--- src/design/assert_macros.svh ---
// Assertion helpers shared by the RTL. Both macros sample on the rising edge
// of clk and are disabled while rst_n is low.
`ifndef ASSERT_MACROS_SVH
`define ASSERT_MACROS_SVH

`ifndef SYNTH

// Property that must hold at every clock edge out of reset.
`define ASSERT_CLK(label, prop, msg) \
  label: assert property (@(posedge clk) disable iff (!rst_n) prop) else $error(msg);

// Condition that must never be seen at a clock edge out of reset.
`define ASSERT_NEVER(label, cond, msg) \
  label: assert property (@(posedge clk) disable iff (!rst_n) !(cond)) else $error(msg);

`else

`define ASSERT_CLK(label, prop, msg)
`define ASSERT_NEVER(label, cond, msg)

`endif

`endif

--- src/design/hgf_pkg.sv ---
`timescale 1ns / 1ps

package hgf_pkg;

  localparam int COORD_W    = 8;
  localparam int SIZE_W     = 9;
  localparam int IDX_W      = 24;
  localparam int FACE_W     = 26;
  localparam int GROUP_W    = 3;
  localparam int CFG_IDX_W  = 3;
  localparam int CFG_DATA_W = 9;

  // Smallest legal grid dimension in points.
  localparam logic [SIZE_W-1:0] MIN_POINTS = 9'd2;

  // Configuration register indexes.
  localparam logic [CFG_IDX_W-1:0] CFG_N_STREAM    = 3'd0;
  localparam logic [CFG_IDX_W-1:0] CFG_N_PITCH     = 3'd1;
  localparam logic [CFG_IDX_W-1:0] CFG_N_SPAN      = 3'd2;
  localparam logic [CFG_IDX_W-1:0] CFG_BLADE_START = 3'd3;
  localparam logic [CFG_IDX_W-1:0] CFG_BLADE_END   = 3'd4;

  // Boundary group codes.
  localparam logic [GROUP_W-1:0] BG_INTERIOR  = 3'd0;
  localparam logic [GROUP_W-1:0] BG_HUB       = 3'd1;
  localparam logic [GROUP_W-1:0] BG_SHROUD    = 3'd2;
  localparam logic [GROUP_W-1:0] BG_INFLOW    = 3'd3;
  localparam logic [GROUP_W-1:0] BG_OUTFLOW   = 3'd4;
  localparam logic [GROUP_W-1:0] BG_PERIODIC1 = 3'd5;
  localparam logic [GROUP_W-1:0] BG_PERIODIC2 = 3'd6;
  localparam logic [GROUP_W-1:0] BG_BLADE     = 3'd7;

  // Clamped grid description handed from the register block to the sequencer.
  typedef struct packed {
    logic [SIZE_W-1:0]  ns;
    logic [SIZE_W-1:0]  np;
    logic [SIZE_W-1:0]  nk;
    logic [SIZE_W-1:0]  cs;
    logic [SIZE_W-1:0]  cp;
    logic [COORD_W-1:0] blade_start;
    logic [COORD_W-1:0] blade_end;
  } grid_t;

  // One request to the shared multiply-add unit: a * b + c, modulo 2^24.
  typedef struct packed {
    logic [IDX_W-1:0] a;
    logic [IDX_W-1:0] b;
    logic [IDX_W-1:0] c;
  } mac_req_t;

endpackage

--- src/design/hgf_stream_if.sv ---
`timescale 1ns / 1ps

interface hgf_in_if;
  logic                        valid;
  logic                        ready;
  logic [hgf_pkg::COORD_W-1:0] cell_i;
  logic [hgf_pkg::COORD_W-1:0] cell_j;
  logic [hgf_pkg::COORD_W-1:0] cell_k;
  logic                        restart_count;

  modport source (output valid, output cell_i, output cell_j, output cell_k,
                  output restart_count, input ready);
  modport sink (input valid, input cell_i, input cell_j, input cell_k,
                input restart_count, output ready);
endinterface

interface hgf_out_if;
  logic                        valid;
  logic                        ready;
  logic [hgf_pkg::FACE_W-1:0]  face_number;
  logic [hgf_pkg::IDX_W-1:0]   vertex_a;
  logic [hgf_pkg::IDX_W-1:0]   vertex_b;
  logic [hgf_pkg::IDX_W-1:0]   vertex_c;
  logic [hgf_pkg::IDX_W-1:0]   vertex_d;
  logic [hgf_pkg::IDX_W-1:0]   owner_cell;
  logic [hgf_pkg::IDX_W-1:0]   neighbour_cell;
  logic                        has_neighbour;
  logic [hgf_pkg::GROUP_W-1:0] boundary_group;
  logic                        last_face;

  modport source (output valid, output face_number, output vertex_a, output vertex_b,
                  output vertex_c, output vertex_d, output owner_cell,
                  output neighbour_cell, output has_neighbour, output boundary_group,
                  output last_face, input ready);
  modport sink (input valid, input face_number, input vertex_a, input vertex_b,
                input vertex_c, input vertex_d, input owner_cell, input neighbour_cell,
                input has_neighbour, input boundary_group, input last_face,
                output ready);
endinterface

--- src/design/hex_grid_face_enumerator.sv ---
`timescale 1ns / 1ps
// Face enumerator for a structured hexahedral grid.
//
// The in_ch channel takes one word per cell: its (i, j, k) coordinates and a
// restart flag that resets face numbering to zero before this cell's faces.
// The out_ch channel returns three to six words per cell, one per face, in the
// order hub, k+1, j=0, j+1, i=0, i+1; last_face marks the cell's final face.
// Grid sizes and the blade range are written through the cfg_ port while the
// block is idle; a write to an index beyond the register list is ignored.
//
// Timing: after a cell is accepted, sixteen multiply-add passes through the
// single shared unit (plus a write-back of the last result) form the vertex
// and cell indices, and the first face is then loaded into the output
// register. Faces then leave one per cycle while the receiver keeps up, and
// the next cell can be taken in the cycle after the last face is loaded. The
// shared unit sets the rate at which cells pass.
//
// Reset (rst_n low, synchronous) restores the register defaults, clears the
// face counter and empties the output register. When the receiver stalls,
// the pending face holds in the output register and emission pauses.

`include "assert_macros.svh"

module hex_grid_face_enumerator #(
  parameter int MAX_POINTS = 256
) (
  input  logic                           clk,
  input  logic                           rst_n,
  input  logic                           cfg_wr_en,
  input  logic [hgf_pkg::CFG_IDX_W-1:0]  cfg_index,
  input  logic [hgf_pkg::CFG_DATA_W-1:0] cfg_wr_data,
  hgf_in_if.sink                         in_ch,
  hgf_out_if.source                      out_ch
);

  localparam int SW = hgf_pkg::SIZE_W;
  localparam int CW = hgf_pkg::COORD_W;

  // Largest grid dimension the size registers can reach after clamping.
  localparam int SIZE_CAP = (1 << SW) - 1;
  localparam logic [SW-1:0] MAX_SZ =
    (MAX_POINTS > SIZE_CAP) ? SW'(SIZE_CAP) : SW'(MAX_POINTS);

  logic [SW-1:0] n_stream_r, n_pitch_r, n_span_r;
  logic [CW-1:0] blade_start_r, blade_end_r;

  // Register writes; software must write only while idle; not enforced.
  always_ff @(posedge clk) begin
    if (!rst_n) begin
      n_stream_r    <= hgf_pkg::MIN_POINTS;
      n_pitch_r     <= hgf_pkg::MIN_POINTS;
      n_span_r      <= hgf_pkg::MIN_POINTS;
      blade_start_r <= '0;
      blade_end_r   <= '0;
    end else if (cfg_wr_en) begin
      unique case (cfg_index)
        hgf_pkg::CFG_N_STREAM:    n_stream_r    <= cfg_wr_data;
        hgf_pkg::CFG_N_PITCH:     n_pitch_r     <= cfg_wr_data;
        hgf_pkg::CFG_N_SPAN:      n_span_r      <= cfg_wr_data;
        hgf_pkg::CFG_BLADE_START: blade_start_r <= cfg_wr_data[CW-1:0];
        hgf_pkg::CFG_BLADE_END:   blade_end_r   <= cfg_wr_data[CW-1:0];
        default: ;
      endcase
    end
  end

  // A size below two acts as two, one above the cap acts as the cap.
  function automatic logic [SW-1:0] clamp_size(input logic [SW-1:0] n);
    logic [SW-1:0] r;
    if (n < hgf_pkg::MIN_POINTS) begin
      r = hgf_pkg::MIN_POINTS;
    end else if (n > MAX_SZ) begin
      r = MAX_SZ;
    end else begin
      r = n;
    end
    return r;
  endfunction

  hgf_pkg::grid_t grid;

  always_comb begin
    grid.ns          = clamp_size(n_stream_r);
    grid.np          = clamp_size(n_pitch_r);
    grid.nk          = clamp_size(n_span_r);
    grid.cs          = grid.ns - SW'(1);
    grid.cp          = grid.np - SW'(1);
    grid.blade_start = blade_start_r;
    grid.blade_end   = blade_end_r;
  end

  hgf_pkg::mac_req_t         mac_req;
  logic [hgf_pkg::IDX_W-1:0] mac_res;

  hgf_mac u_mac (
    .clk   (clk),
    .req   (mac_req),
    .res_r (mac_res)
  );

  hgf_seq u_seq (
    .clk     (clk),
    .rst_n   (rst_n),
    .grid    (grid),
    .mac_req (mac_req),
    .mac_res (mac_res),
    .in_ch   (in_ch),
    .out_ch  (out_ch)
  );

  // Terms used by the checks below.
  logic in_take, nb_flag_ok, stray_nb;

  assign in_take    = in_ch.valid && in_ch.ready;
  assign nb_flag_ok = (out_ch.has_neighbour == (out_ch.boundary_group == hgf_pkg::BG_INTERIOR));
  assign stray_nb   = !out_ch.has_neighbour && (out_ch.neighbour_cell != '0);

  // Once a cell is taken, the sequencer is busy for at least the next cycle.
  `ASSERT_CLK(a_busy_after_accept, in_take |=> !in_ch.ready, "ready after accept")
  // Only interior faces carry a neighbour, and every interior face has one.
  `ASSERT_CLK(a_group_matches_nb, out_ch.valid |-> nb_flag_ok, "group and flag disagree")
  // A boundary face reports a zero neighbour index.
  `ASSERT_NEVER(a_boundary_nb_zero, out_ch.valid && stray_nb, "boundary face with a neighbour")

endmodule

--- src/design/hgf_mac.sv ---
`timescale 1ns / 1ps

// Shared multiply-add unit with a registered result, one request per cycle.
module hgf_mac (
  input  logic                      clk,
  input  hgf_pkg::mac_req_t         req,
  output logic [hgf_pkg::IDX_W-1:0] res_r
);

  localparam int W = hgf_pkg::IDX_W;

  // Only the low W bits of the product are ever needed.
  logic [W-1:0] prod;

  assign prod = req.a * req.b;

  always_ff @(posedge clk) begin
    res_r <= prod + req.c;
  end

endmodule

--- src/design/hgf_seq.sv ---
`timescale 1ns / 1ps

// Per-cell sequencer: runs the index arithmetic through the shared unit, then
// hands the cell's faces one at a time to the output register.
module hgf_seq (
  input  logic                      clk,
  input  logic                      rst_n,
  input  hgf_pkg::grid_t            grid,
  output hgf_pkg::mac_req_t         mac_req,
  input  logic [hgf_pkg::IDX_W-1:0] mac_res,
  hgf_in_if.sink                    in_ch,
  hgf_out_if.source                 out_ch
);

  localparam int W  = hgf_pkg::IDX_W;
  localparam int CW = hgf_pkg::COORD_W;
  localparam int SW = hgf_pkg::SIZE_W;
  localparam int FW = hgf_pkg::FACE_W;

  // Operation codes of the arithmetic schedule. An operation only reads
  // results of operations issued at least two slots earlier.
  localparam logic [3:0] OP_S    = 4'd0;
  localparam logic [3:0] OP_CP   = 4'd1;
  localparam logic [3:0] OP_V0P  = 4'd2;
  localparam logic [3:0] OP_OP   = 4'd3;
  localparam logic [3:0] OP_V0   = 4'd4;
  localparam logic [3:0] OP_O    = 4'd5;
  localparam logic [3:0] OP_V100 = 4'd6;
  localparam logic [3:0] OP_V010 = 4'd7;
  localparam logic [3:0] OP_V001 = 4'd8;
  localparam logic [3:0] OP_NI   = 4'd9;
  localparam logic [3:0] OP_V110 = 4'd10;
  localparam logic [3:0] OP_V011 = 4'd11;
  localparam logic [3:0] OP_V101 = 4'd12;
  localparam logic [3:0] OP_NJ   = 4'd13;
  localparam logic [3:0] OP_V111 = 4'd14;
  localparam logic [3:0] OP_NK   = 4'd15;
  localparam logic [4:0] STEP_DONE = 5'd16;

  // Face kinds, as bit positions of the pending mask, in emission order.
  localparam int FK_HUB = 0;
  localparam int FK_KP  = 1;
  localparam int FK_J0  = 2;
  localparam int FK_JP  = 3;
  localparam int FK_I0  = 4;
  localparam int FK_IP  = 5;

  typedef enum logic [1:0] {ST_IDLE, ST_CALC, ST_EMIT} state_t;

  state_t state_r;
  logic [4:0] step_r;
  logic [3:0] wb_op_r;
  logic       wb_vld_r;
  logic [5:0] pend_r;
  logic [hgf_pkg::FACE_W-1:0] cnt_r;

  logic [CW-1:0] i_r, j_r, k_r;
  logic last_i_r, last_j_r, last_k_r, blade_r;

  logic [W-1:0] s_r, cpp_r, v0p_r, op_r, own_r;
  logic [W-1:0] c000_r, c100_r, c010_r, c110_r, c001_r, c101_r, c011_r, c111_r;
  logic [W-1:0] ni_r, nj_r, nk_r;

  // Output register.
  logic                        out_valid_r;
  logic [hgf_pkg::FACE_W-1:0]  face_number_r;
  logic [W-1:0]                vertex_a_r, vertex_b_r, vertex_c_r, vertex_d_r;
  logic [W-1:0]                owner_cell_r, neighbour_cell_r;
  logic                        has_neighbour_r;
  logic [hgf_pkg::GROUP_W-1:0] boundary_group_r;
  logic                        last_face_r;

  // Coordinate saturation at accept time.
  logic [SW-1:0] lim_i, lim_j, lim_k;
  logic [CW-1:0] ci, cj, ck;

  assign lim_i = grid.ns - hgf_pkg::MIN_POINTS;
  assign lim_j = grid.np - hgf_pkg::MIN_POINTS;
  assign lim_k = grid.nk - hgf_pkg::MIN_POINTS;
  assign ci = ({1'b0, in_ch.cell_i} > lim_i) ? lim_i[CW-1:0] : in_ch.cell_i;
  assign cj = ({1'b0, in_ch.cell_j} > lim_j) ? lim_j[CW-1:0] : in_ch.cell_j;
  assign ck = ({1'b0, in_ch.cell_k} > lim_k) ? lim_k[CW-1:0] : in_ch.cell_k;

  logic in_fire, out_free;

  assign in_ch.ready = (state_r == ST_IDLE);
  assign in_fire     = in_ch.valid && in_ch.ready;
  assign out_free    = !out_valid_r || out_ch.ready;

  // Operand selection for the shared unit.
  logic [W-1:0] one, z_ns, z_np, z_cs, z_cp, z_i, z_j, z_k;

  assign one  = W'(1);
  assign z_ns = W'(grid.ns);
  assign z_np = W'(grid.np);
  assign z_cs = W'(grid.cs);
  assign z_cp = W'(grid.cp);
  assign z_i  = W'(i_r);
  assign z_j  = W'(j_r);
  assign z_k  = W'(k_r);

  always_comb begin
    unique case (step_r[3:0])
      OP_S:    mac_req = '{a: z_ns,   b: z_np,  c: '0};
      OP_CP:   mac_req = '{a: z_cs,   b: z_cp,  c: '0};
      OP_V0P:  mac_req = '{a: z_j,    b: z_ns,  c: z_i};
      OP_OP:   mac_req = '{a: z_j,    b: z_cs,  c: z_i};
      OP_V0:   mac_req = '{a: z_k,    b: s_r,   c: v0p_r};
      OP_O:    mac_req = '{a: z_k,    b: cpp_r, c: op_r};
      OP_V100: mac_req = '{a: c000_r, b: one,   c: one};
      OP_V010: mac_req = '{a: c000_r, b: one,   c: z_ns};
      OP_V001: mac_req = '{a: c000_r, b: one,   c: s_r};
      OP_NI:   mac_req = '{a: own_r,  b: one,   c: one};
      OP_V110: mac_req = '{a: c010_r, b: one,   c: one};
      OP_V011: mac_req = '{a: c001_r, b: one,   c: z_ns};
      OP_V101: mac_req = '{a: c001_r, b: one,   c: one};
      OP_NJ:   mac_req = '{a: own_r,  b: one,   c: z_cs};
      OP_V111: mac_req = '{a: c011_r, b: one,   c: one};
      OP_NK:   mac_req = '{a: own_r,  b: one,   c: cpp_r};
      default: mac_req = '{a: '0,     b: '0,    c: '0};
    endcase
  end

  // Pick the earliest pending face and build its fields.
  logic [5:0]                  f_bit;
  logic [W-1:0]                f_a, f_b, f_c, f_d, f_nb;
  logic                        f_has_nb;
  logic [hgf_pkg::GROUP_W-1:0] f_grp;
  logic [5:0]                  pend_left;

  always_comb begin
    f_bit    = '0;
    f_a      = c100_r;
    f_b      = c101_r;
    f_c      = c111_r;
    f_d      = c110_r;
    f_has_nb = !last_i_r;
    f_nb     = ni_r;
    f_grp    = last_i_r ? hgf_pkg::BG_OUTFLOW : hgf_pkg::BG_INTERIOR;
    priority if (pend_r[FK_HUB]) begin
      f_bit[FK_HUB] = 1'b1;
      f_a = c000_r; f_b = c100_r; f_c = c110_r; f_d = c010_r;
      f_has_nb = 1'b0;
      f_grp = hgf_pkg::BG_HUB;
    end else if (pend_r[FK_KP]) begin
      f_bit[FK_KP] = 1'b1;
      f_a = c001_r; f_b = c011_r; f_c = c111_r; f_d = c101_r;
      f_has_nb = !last_k_r;
      f_nb = nk_r;
      f_grp = last_k_r ? hgf_pkg::BG_SHROUD : hgf_pkg::BG_INTERIOR;
    end else if (pend_r[FK_J0]) begin
      f_bit[FK_J0] = 1'b1;
      f_a = c000_r; f_b = c001_r; f_c = c101_r; f_d = c100_r;
      f_has_nb = 1'b0;
      f_grp = blade_r ? hgf_pkg::BG_BLADE : hgf_pkg::BG_PERIODIC1;
    end else if (pend_r[FK_JP]) begin
      f_bit[FK_JP] = 1'b1;
      f_a = c010_r; f_b = c110_r; f_c = c111_r; f_d = c011_r;
      f_has_nb = !last_j_r;
      f_nb = nj_r;
      if (!last_j_r) begin
        f_grp = hgf_pkg::BG_INTERIOR;
      end else begin
        f_grp = blade_r ? hgf_pkg::BG_BLADE : hgf_pkg::BG_PERIODIC2;
      end
    end else if (pend_r[FK_I0]) begin
      f_bit[FK_I0] = 1'b1;
      f_a = c000_r; f_b = c010_r; f_c = c011_r; f_d = c001_r;
      f_has_nb = 1'b0;
      f_grp = hgf_pkg::BG_INFLOW;
    end else begin
      f_bit[FK_IP] = 1'b1;
    end
  end

  assign pend_left = pend_r & ~f_bit;

  always_ff @(posedge clk) begin
    if (!rst_n) begin
      state_r     <= ST_IDLE;
      step_r      <= '0;
      wb_vld_r    <= 1'b0;
      pend_r      <= '0;
      cnt_r       <= '0;
      out_valid_r <= 1'b0;
    end else begin
      // While emitting, the output register's valid is handled below.
      if (out_ch.ready && state_r != ST_EMIT) begin
        out_valid_r <= 1'b0;
      end
      unique case (state_r)
        ST_IDLE: begin
          if (in_fire) begin
            i_r      <= ci;
            j_r      <= cj;
            k_r      <= ck;
            last_i_r <= ({1'b0, ci} == lim_i);
            last_j_r <= ({1'b0, cj} == lim_j);
            last_k_r <= ({1'b0, ck} == lim_k);
            blade_r  <= (ci >= grid.blade_start) && (ci < grid.blade_end);
            pend_r   <= {1'b1, ci == '0, 1'b1, cj == '0, 1'b1, ck == '0};
            if (in_ch.restart_count) begin
              cnt_r <= '0;
            end
            step_r   <= '0;
            wb_vld_r <= 1'b0;
            state_r  <= ST_CALC;
          end
        end
        ST_CALC: begin
          if (wb_vld_r) begin
            unique case (wb_op_r)
              OP_S:    s_r    <= mac_res;
              OP_CP:   cpp_r  <= mac_res;
              OP_V0P:  v0p_r  <= mac_res;
              OP_OP:   op_r   <= mac_res;
              OP_V0:   c000_r <= mac_res;
              OP_O:    own_r  <= mac_res;
              OP_V100: c100_r <= mac_res;
              OP_V010: c010_r <= mac_res;
              OP_V001: c001_r <= mac_res;
              OP_NI:   ni_r   <= mac_res;
              OP_V110: c110_r <= mac_res;
              OP_V011: c011_r <= mac_res;
              OP_V101: c101_r <= mac_res;
              OP_NJ:   nj_r   <= mac_res;
              OP_V111: c111_r <= mac_res;
              OP_NK:   nk_r   <= mac_res;
              default: ;
            endcase
          end
          wb_op_r  <= step_r[3:0];
          wb_vld_r <= (step_r != STEP_DONE);
          if (step_r == STEP_DONE) begin
            state_r <= ST_EMIT;
          end else begin
            step_r <= step_r + 5'd1;
          end
        end
        ST_EMIT: begin
          if (out_free) begin
            out_valid_r      <= 1'b1;
            face_number_r    <= cnt_r;
            vertex_a_r       <= f_a;
            vertex_b_r       <= f_b;
            vertex_c_r       <= f_c;
            vertex_d_r       <= f_d;
            owner_cell_r     <= own_r;
            neighbour_cell_r <= f_has_nb ? f_nb : '0;
            has_neighbour_r  <= f_has_nb;
            boundary_group_r <= f_grp;
            last_face_r      <= (pend_left == '0);
            cnt_r            <= cnt_r + FW'(1);
            pend_r           <= pend_left;
            if (pend_left == '0) begin
              state_r <= ST_IDLE;
            end
          end
        end
        default: state_r <= ST_IDLE;
      endcase
    end
  end

  assign out_ch.valid          = out_valid_r;
  assign out_ch.face_number    = face_number_r;
  assign out_ch.vertex_a       = vertex_a_r;
  assign out_ch.vertex_b       = vertex_b_r;
  assign out_ch.vertex_c       = vertex_c_r;
  assign out_ch.vertex_d       = vertex_d_r;
  assign out_ch.owner_cell     = owner_cell_r;
  assign out_ch.neighbour_cell = neighbour_cell_r;
  assign out_ch.has_neighbour  = has_neighbour_r;
  assign out_ch.boundary_group = boundary_group_r;
  assign out_ch.last_face      = last_face_r;

endmodule
--- src/flat_wrapper.sv ---
// flat-port wrapper written by rule: the top's interface ports become plain ports
module hex_grid_face_enumerator_flat 
#(
  parameter int MAX_POINTS = 256
)
  (clk, rst_n, cfg_wr_en, cfg_index, cfg_wr_data, in_ch_valid, in_ch_cell_i, in_ch_cell_j, in_ch_cell_k, in_ch_restart_count, in_ch_ready, out_ch_valid, out_ch_face_number, out_ch_vertex_a, out_ch_vertex_b, out_ch_vertex_c, out_ch_vertex_d, out_ch_owner_cell, out_ch_neighbour_cell, out_ch_has_neighbour, out_ch_boundary_group, out_ch_last_face, out_ch_ready);
  hgf_in_if in_ch_i ();
  hgf_out_if out_ch_i ();
  input  logic clk;
  input  logic rst_n;
  input  logic cfg_wr_en;
  input  logic [hgf_pkg::CFG_IDX_W-1:0] cfg_index;
  input  logic [hgf_pkg::CFG_DATA_W-1:0] cfg_wr_data;
  input wire logic [$bits(in_ch_i.valid)-1:0] in_ch_valid;
  input wire logic [$bits(in_ch_i.cell_i)-1:0] in_ch_cell_i;
  input wire logic [$bits(in_ch_i.cell_j)-1:0] in_ch_cell_j;
  input wire logic [$bits(in_ch_i.cell_k)-1:0] in_ch_cell_k;
  input wire logic [$bits(in_ch_i.restart_count)-1:0] in_ch_restart_count;
  output wire logic [$bits(in_ch_i.ready)-1:0] in_ch_ready;
  output wire logic [$bits(out_ch_i.valid)-1:0] out_ch_valid;
  output wire logic [$bits(out_ch_i.face_number)-1:0] out_ch_face_number;
  output wire logic [$bits(out_ch_i.vertex_a)-1:0] out_ch_vertex_a;
  output wire logic [$bits(out_ch_i.vertex_b)-1:0] out_ch_vertex_b;
  output wire logic [$bits(out_ch_i.vertex_c)-1:0] out_ch_vertex_c;
  output wire logic [$bits(out_ch_i.vertex_d)-1:0] out_ch_vertex_d;
  output wire logic [$bits(out_ch_i.owner_cell)-1:0] out_ch_owner_cell;
  output wire logic [$bits(out_ch_i.neighbour_cell)-1:0] out_ch_neighbour_cell;
  output wire logic [$bits(out_ch_i.has_neighbour)-1:0] out_ch_has_neighbour;
  output wire logic [$bits(out_ch_i.boundary_group)-1:0] out_ch_boundary_group;
  output wire logic [$bits(out_ch_i.last_face)-1:0] out_ch_last_face;
  input wire logic [$bits(out_ch_i.ready)-1:0] out_ch_ready;
  assign in_ch_i.valid = in_ch_valid;
  assign in_ch_i.cell_i = in_ch_cell_i;
  assign in_ch_i.cell_j = in_ch_cell_j;
  assign in_ch_i.cell_k = in_ch_cell_k;
  assign in_ch_i.restart_count = in_ch_restart_count;
  assign in_ch_ready = in_ch_i.ready;
  assign out_ch_valid = out_ch_i.valid;
  assign out_ch_face_number = out_ch_i.face_number;
  assign out_ch_vertex_a = out_ch_i.vertex_a;
  assign out_ch_vertex_b = out_ch_i.vertex_b;
  assign out_ch_vertex_c = out_ch_i.vertex_c;
  assign out_ch_vertex_d = out_ch_i.vertex_d;
  assign out_ch_owner_cell = out_ch_i.owner_cell;
  assign out_ch_neighbour_cell = out_ch_i.neighbour_cell;
  assign out_ch_has_neighbour = out_ch_i.has_neighbour;
  assign out_ch_boundary_group = out_ch_i.boundary_group;
  assign out_ch_last_face = out_ch_i.last_face;
  assign out_ch_i.ready = out_ch_ready;
  hex_grid_face_enumerator #(.MAX_POINTS(MAX_POINTS)) u_core (.clk(clk), .rst_n(rst_n), .cfg_wr_en(cfg_wr_en), .cfg_index(cfg_index), .cfg_wr_data(cfg_wr_data), .in_ch(in_ch_i), .out_ch(out_ch_i));
endmodule
--- config.mk ---
export PLATFORM = sky130hd
export DESIGN_NAME = hex_grid_face_enumerator_flat
export DESIGN_NICKNAME = d
export VERILOG_FILES = /design/src/design/hgf_pkg.sv /design/src/design/hgf_stream_if.sv /design/src/design/hex_grid_face_enumerator.sv /design/src/design/hgf_mac.sv /design/src/design/hgf_seq.sv /design/src/flat_wrapper.sv
export VERILOG_INCLUDE_DIRS = /design/src /design/src/design
export SDC_FILE = /design/constraint.sdc
export NUM_CORES = 2
export LEC_CHECK = 0
export ABC_AREA = 1
export BUFFER_PORTS_ARGS = -buffer_cell sky130_fd_sc_hd__buf_2
export CORE_AREA = 2 2 374 376
export CTS_BUF_LIST = sky130_fd_sc_hd__clkbuf_4 sky130_fd_sc_hd__clkbuf_8 sky130_fd_sc_hd__clkbuf_16
export DETAILED_ROUTE_END_ITERATION = 16
export DIE_AREA = 0 0 376 378
export GPL_TIMING_DRIVEN = 0
export PLACE_DENSITY = 0.52
export SETUP_SLACK_MARGIN = 0.5
export SKIP_CTS_REPAIR_TIMING = 1
export SYNTH_ARGS = -nofsm -noshare
export SYNTH_HDL_FRONTEND = slang
export SYNTH_SLANG_ARGS = --single-unit
--- constraint.sdc ---
create_clock -name clk -period 17 [get_ports clk]
set_clock_uncertainty 0.05 [all_clocks]
set_input_delay 3.4 -clock clk [delete_from_list [all_inputs] [get_ports clk]]
set_output_delay 3.4 -clock clk [all_outputs]
set_load 0.01 [all_outputs]
# Word-level counts from Yosys, hierarchy flattened
# Index checks and enable logic that the tools add are counted.
# Widths: inputs -> output; s select.
# op_classes
n_addsub	8
mul	1
n_lt_le_gt_ge	11
n_eq_ne	48
mux	78
bitwise	2
n_reduce_logical	47
# op_table
op	n
$pmux 72 s16	1
$mux 24	24
$mux 26	3
$reduce_and 4->1	18
$eq 4x4->1 const B	16
$mux 9	6
$pmux 26 s2	1
$eq 4x3->1 const B	8
$eq 8x9->1	3
$gt 8x9->1	3
$gt 9x9->1 const B	3
$lt 9x2->1 const B	3
$sub 9x2->9 const B	3
$add 26x1->26 const B	1
$add 24x24->24	1
$logic_not 8->1	3
$mul 24x24->24	1
$mux 8	3
$mux 3	7
$sub 9x1->9 const B	2
$eq 4x2->1 const B	4
$mux 1	16
$mux 5	3
$mux 2	7
other kinds (30)	55
# totals
reg_bits	699
inputBits	42
output_inout_bits	177
wordCells	241

# Depth between registers and ports, before layout
# depth
ltp_word	11
depth_mapped	47
depth_no_buf	47

# Hierarchy
# A second synthesis with hierarchy kept.
# unflattened
hier_cells	4455
area_unflattened_um2	41876.4
# modules_own_cells
mod	n_inst	cells_each	area_each_um2	seq_area_each_um2
hgf_seq	1	2639	28788.9	18567.8
hgf_mac	1	1494	10920.5	480.5
hex_grid_face_enumerator	1	322	2167.1	860.8

# Worst setup path before layout
# Ideal clock, no wire load.
# synth_timing
kind	input -> register
startpoint	input rst_n
endpoint	register u_core.u_seq.boundary_group_r, in the netlist u_core.u_seq.out_ch.boundary_group[0] (enable)
t_arrival_ps	11206
required_ps	16238
path_slack_ps	5032
path_stages	4
n_path_buf	2
cell_sequence	clkbuf_1 -> clkbuf_1 -> nand2_1 -> nor2_1
# synth_between
elab_chain_len	1
# synth_rtl
item	line_no	rtl
start: declaration	flat_wrapper.sv:10	input logic rst_n;
$reduce_and 3->1 (no source line)	-	
end signal: assignment	hgf_seq.sv:251	boundary_group_r <= f_grp;
end: declaration	hgf_seq.sv:70	logic [hgf_pkg::GROUP_W-1:0] boundary_group_r;
# No other way between the ends.
# A chain may end at the register's enable or synchronous reset.

# Worst setup path after layout
# layout_timing
startpoint	register u_core.u_seq.step_r[1]
endpoint	register u_core.u_mac.res_r[21] (netlist name)
# layout_between
elab_chain_len	4
elab_cells_between_ends	19
# layout_rtl
item	line_no	rtl
start: declaration	hgf_seq.sv:51	logic [4:0] step_r;
start signal: assignment	hgf_seq.sv:237	step_r <= step_r + 5'd1;
$eq 4x4->1 (tied with other cells)	hgf_seq.sv:103	unique case (step_r[3:0])
$pmux 72 s16 (*)	hgf_seq.sv:103	
$mul 24x24->24	hgf_mac.sv:15	assign prod = req.a * req.b;
$add 24x24->24 (*)	hgf_mac.sv:18	res_r <= prod + req.c;
end signal: assignment	hgf_mac.sv:18	
end: declaration	hgf_mac.sv:7	output logic [hgf_pkg::IDX_W-1:0] res_r
# Mark *: on every way between the ends. The rest lies on a longest branch, timed or not.

==> metrics.csv <==
metric,value,unit
Worst-Skew Late Latency,670,ps
layout cell share with drive strength beyond 1,10.73,%
Final HPWL DP,120300,um
delay of the slowest cell on the worst path,720,ps
root buf cell,clkbuf_16,
post-synthesis sequential area ratio,48.30,%
first-pass GRT wire length,220600,um
Worst Hold Class,reg2reg,
worst IR drop on VDD,0.07740,mV
drt pass-1 iters,8,
"Avg Cell Area, Syn",9.687,um^2
Leak,19.16,nW
most frequent CP cell,inv_1,
most used flip-flop cell after synthesis,edfxtp_1,
Filler cells,14170,
flip-flop and latch count after synthesis,699,
WL final,153300,um
CTS buffer count,75,
routed via count,33410,
max-cap violations,0,
Slew HR,4.781,%
gr usage total,21.25,%
io pins,219,
crit share post-route,61.23,%
Vias per Instance,5.194,
Worst Max-Slew Pin Slew,1423,ps
die width,376,um
Post-Syn Instances,4255,
Syn-to-layout area delta,15.40,%
Synth Cell Area,0.04122,mm^2
Netlist cell types,67,
final hold slack,409.5,ps
grt total ovfl,0,
CTS tree,yes,
detailed-route DRC error count,0,
die area,0.1421,mm^2
WL per Instance,23.83,um
gpl congestion,0.9425,
final net count,4978,
number of global-route vias before repair,32030,
Starting Density,29.76,%
CORE AREA,0.1385,mm^2
CP max FO,10,
count of final setup violators,0,
max-slew violation count,0,
Vert. Die Dim,378,um
Max Freq,96.06,MHz
I/O Buffers,218,
Startpoint Class,register,
Fin Setup TNS,0,ps
"FFs w/ async S/R, synth",0,%
syn nets,4669,
Final ANT Viol Nets,0,
Final Hold Viols,0,
number of core rows,137,
RSZ-0062 raised after global routing,false,
critical path type,reg2reg,
largest net degree at the start of global routing,36,
initial antenna violation count,15,
minimum clock period,10410,ps
CTS sink cnt,699,
Synth Warn #,0,
Critical Path Sink Type,register,
H-tree depth,3,
clk buf depth,3,
crit path DAT,10870,ps
initial drt markers,4042,
status,finished clean,
Post-synth EDFFs,591,
Worst-path clk slew,70,ps
power density cells,103.2,mW/mm^2
required time of the critical path,17460,ps
Crit-path slowest cell,o21ai_0,
final timing paths:
path                          startpoint                                  to  slack (ps)  cells after the start
setup / recovery  u_core.u_seq.step_r[1]              u_core.u_mac.res_r[21]        6590                     31
hold / removal    u_core.u_seq.own_r[20]  u_core.u_seq.out_ch.owner_cell[20]         410                      0
setup reg to reg  u_core.u_seq.step_r[1]              u_core.u_mac.res_r[21]        6590                     31
hold reg to reg   u_core.u_seq.own_r[20]  u_core.u_seq.out_ch.owner_cell[20]         410                      0
layer usage:
metal | global-route usage [%] | vias to the layer above | part of all wire [%]
met1 | 31.67 | 16690 | 45
li1 | - | 14980 | -
met2 | 32.16 | 1551 | 44
met5 | 0 | - | 0.023
met3 | 3.570 | 185 | 9.1
met4 | 4.596 | 4 | 2.1
worst max-delay path, delay by kind of cell, from the launching register on:
| family | cells | cell delay [ps] |
|---|---|---|
| AO/OA/AOI/OAI | 7 | 2190 |
| buffers and inverters | 10 | 2470 |
| adder cells (fa/ha/maj) | 9 | 3890 |
| AND/OR/NAND/NOR | 4 | 890 |
| flip-flops | 1 | 340 |
| XOR/XNOR | 1 | 400 |
synth_stat cells, types with 4 or more instances:
cell type	count	area share (%)
a211oi_1	6	0.11
a21oi_1	166	2.0
a221o_1	7	0.17
a221oi_1	19	0.40
a22oi_1	62	1.1
a31oi_1	6	0.091
and2_1	4	0.061
buf_1	10	0.091
buf_2	14	0.17
buf_4	11	0.20
buf_6	6	0.16
clkbuf_1	114	1.0
dfxtp_1	108	5.2
edfxtp_1	591	43
fa_1	233	11
ha_1	139	4.2
inv_1	669	6.1
inv_2	20	0.18
nand2_1	828	7.5
nand2_2	11	0.17
nand3_1	224	2.7
nand3_2	15	0.36
nand3b_1	5	0.091
nand4_1	30	0.46
nor2_1	325	3.0
nor2_2	9	0.14
nor3_1	25	0.30
nor4_1	11	0.17
o2111ai_1	18	0.38
o211ai_1	84	1.5
o21ai_0	280	3.4
o21ai_1	24	0.29
o221ai_1	27	0.57
o22ai_1	45	0.68
o22ai_2	5	0.15
xnor2_1	17	0.36
xor2_1	32	0.68
placed cells by master (no fill, tap or decap), types with 8 or more instances in the layout:
master	n
nand2_1	828
inv_1	669
edfxtp_1	591
nor2_1	307
o21ai_0	280
fa_1	233
buf_2	232
nand3_1	224
a21oi_1	166
ha_1	139
clkbuf_1	114
dfxtp_1	108
o211ai_1	84
clkbuf_16	77
a22oi_1	62
o22ai_1	45
xor2_1	32
nand4_1	30
o221ai_1	27
nor3_1	25
o21ai_1	24
inv_2	20
a221oi_1	19
o2111ai_1	18
xnor2_1	17
clkbuf_4	16
nor2_2	15
nand3_2	15
nor2_4	15
buf_4	12
nand2_2	11
nor4_1	11
buf_1	10
bufinv_16	10
clkinv_1	8
logic make-up after synthesis:
family	share of synthesized area [%]
adder cells (fa/ha/maj)	15.54
flip-flops	48.30
AO/OA/AOI/OAI	11.56
buffers and inverters	7.962
XOR/XNOR	1.041
AND/OR/NAND/NOR	15.60
report_power, final:
part | switching (mW) | internal, mW | total (mW)
clock | 0.724 | 1.05 | 1.77
sequential | 0.150 | 1.99 | 2.14
combinational | 0.706 | 0.293 | 0.999
per-stage QoR:
| stage | setup slack, ps | std cells | area, um^2 | total power, mW | utilization (%) |
|---|---|---|---|---|---|
| after floorplan | 5032 | 4255 | 41220 | 2.678 | - |
| after global placement | 336.7 | 6280 | 44570 | 3.149 | 32.18 |
| after detailed placement | 6857 | 6294 | 44930 | 3.158 | 32.44 |
| after CTS | 6728 | 6431 | 47560 | 4.921 | 34.34 |
| after global routing | 6196 | 6431 | 47560 | 5.096 | 34.34 |
| final | 6590 | 6432 | 47570 | 4.909 | 34.34 |
layout make-up:
class                           instances  area (um^2)  area share, %
Clock buffer                          100         2143          4.506
Buffer                                155        685.7          1.441
Sequential cell                       699        19910          41.85
Antenna cell                            1        2.502       0.005261
Multi-Input combinational cell       2710        18130          38.12
Inverter                              691         2596          5.458
Timing Repair Buffer                  232         1341          2.820
Tap cell                             1807         2261          4.753
Clock inverter                         37        494.2          1.039
(Power assumes the default switching activity.)
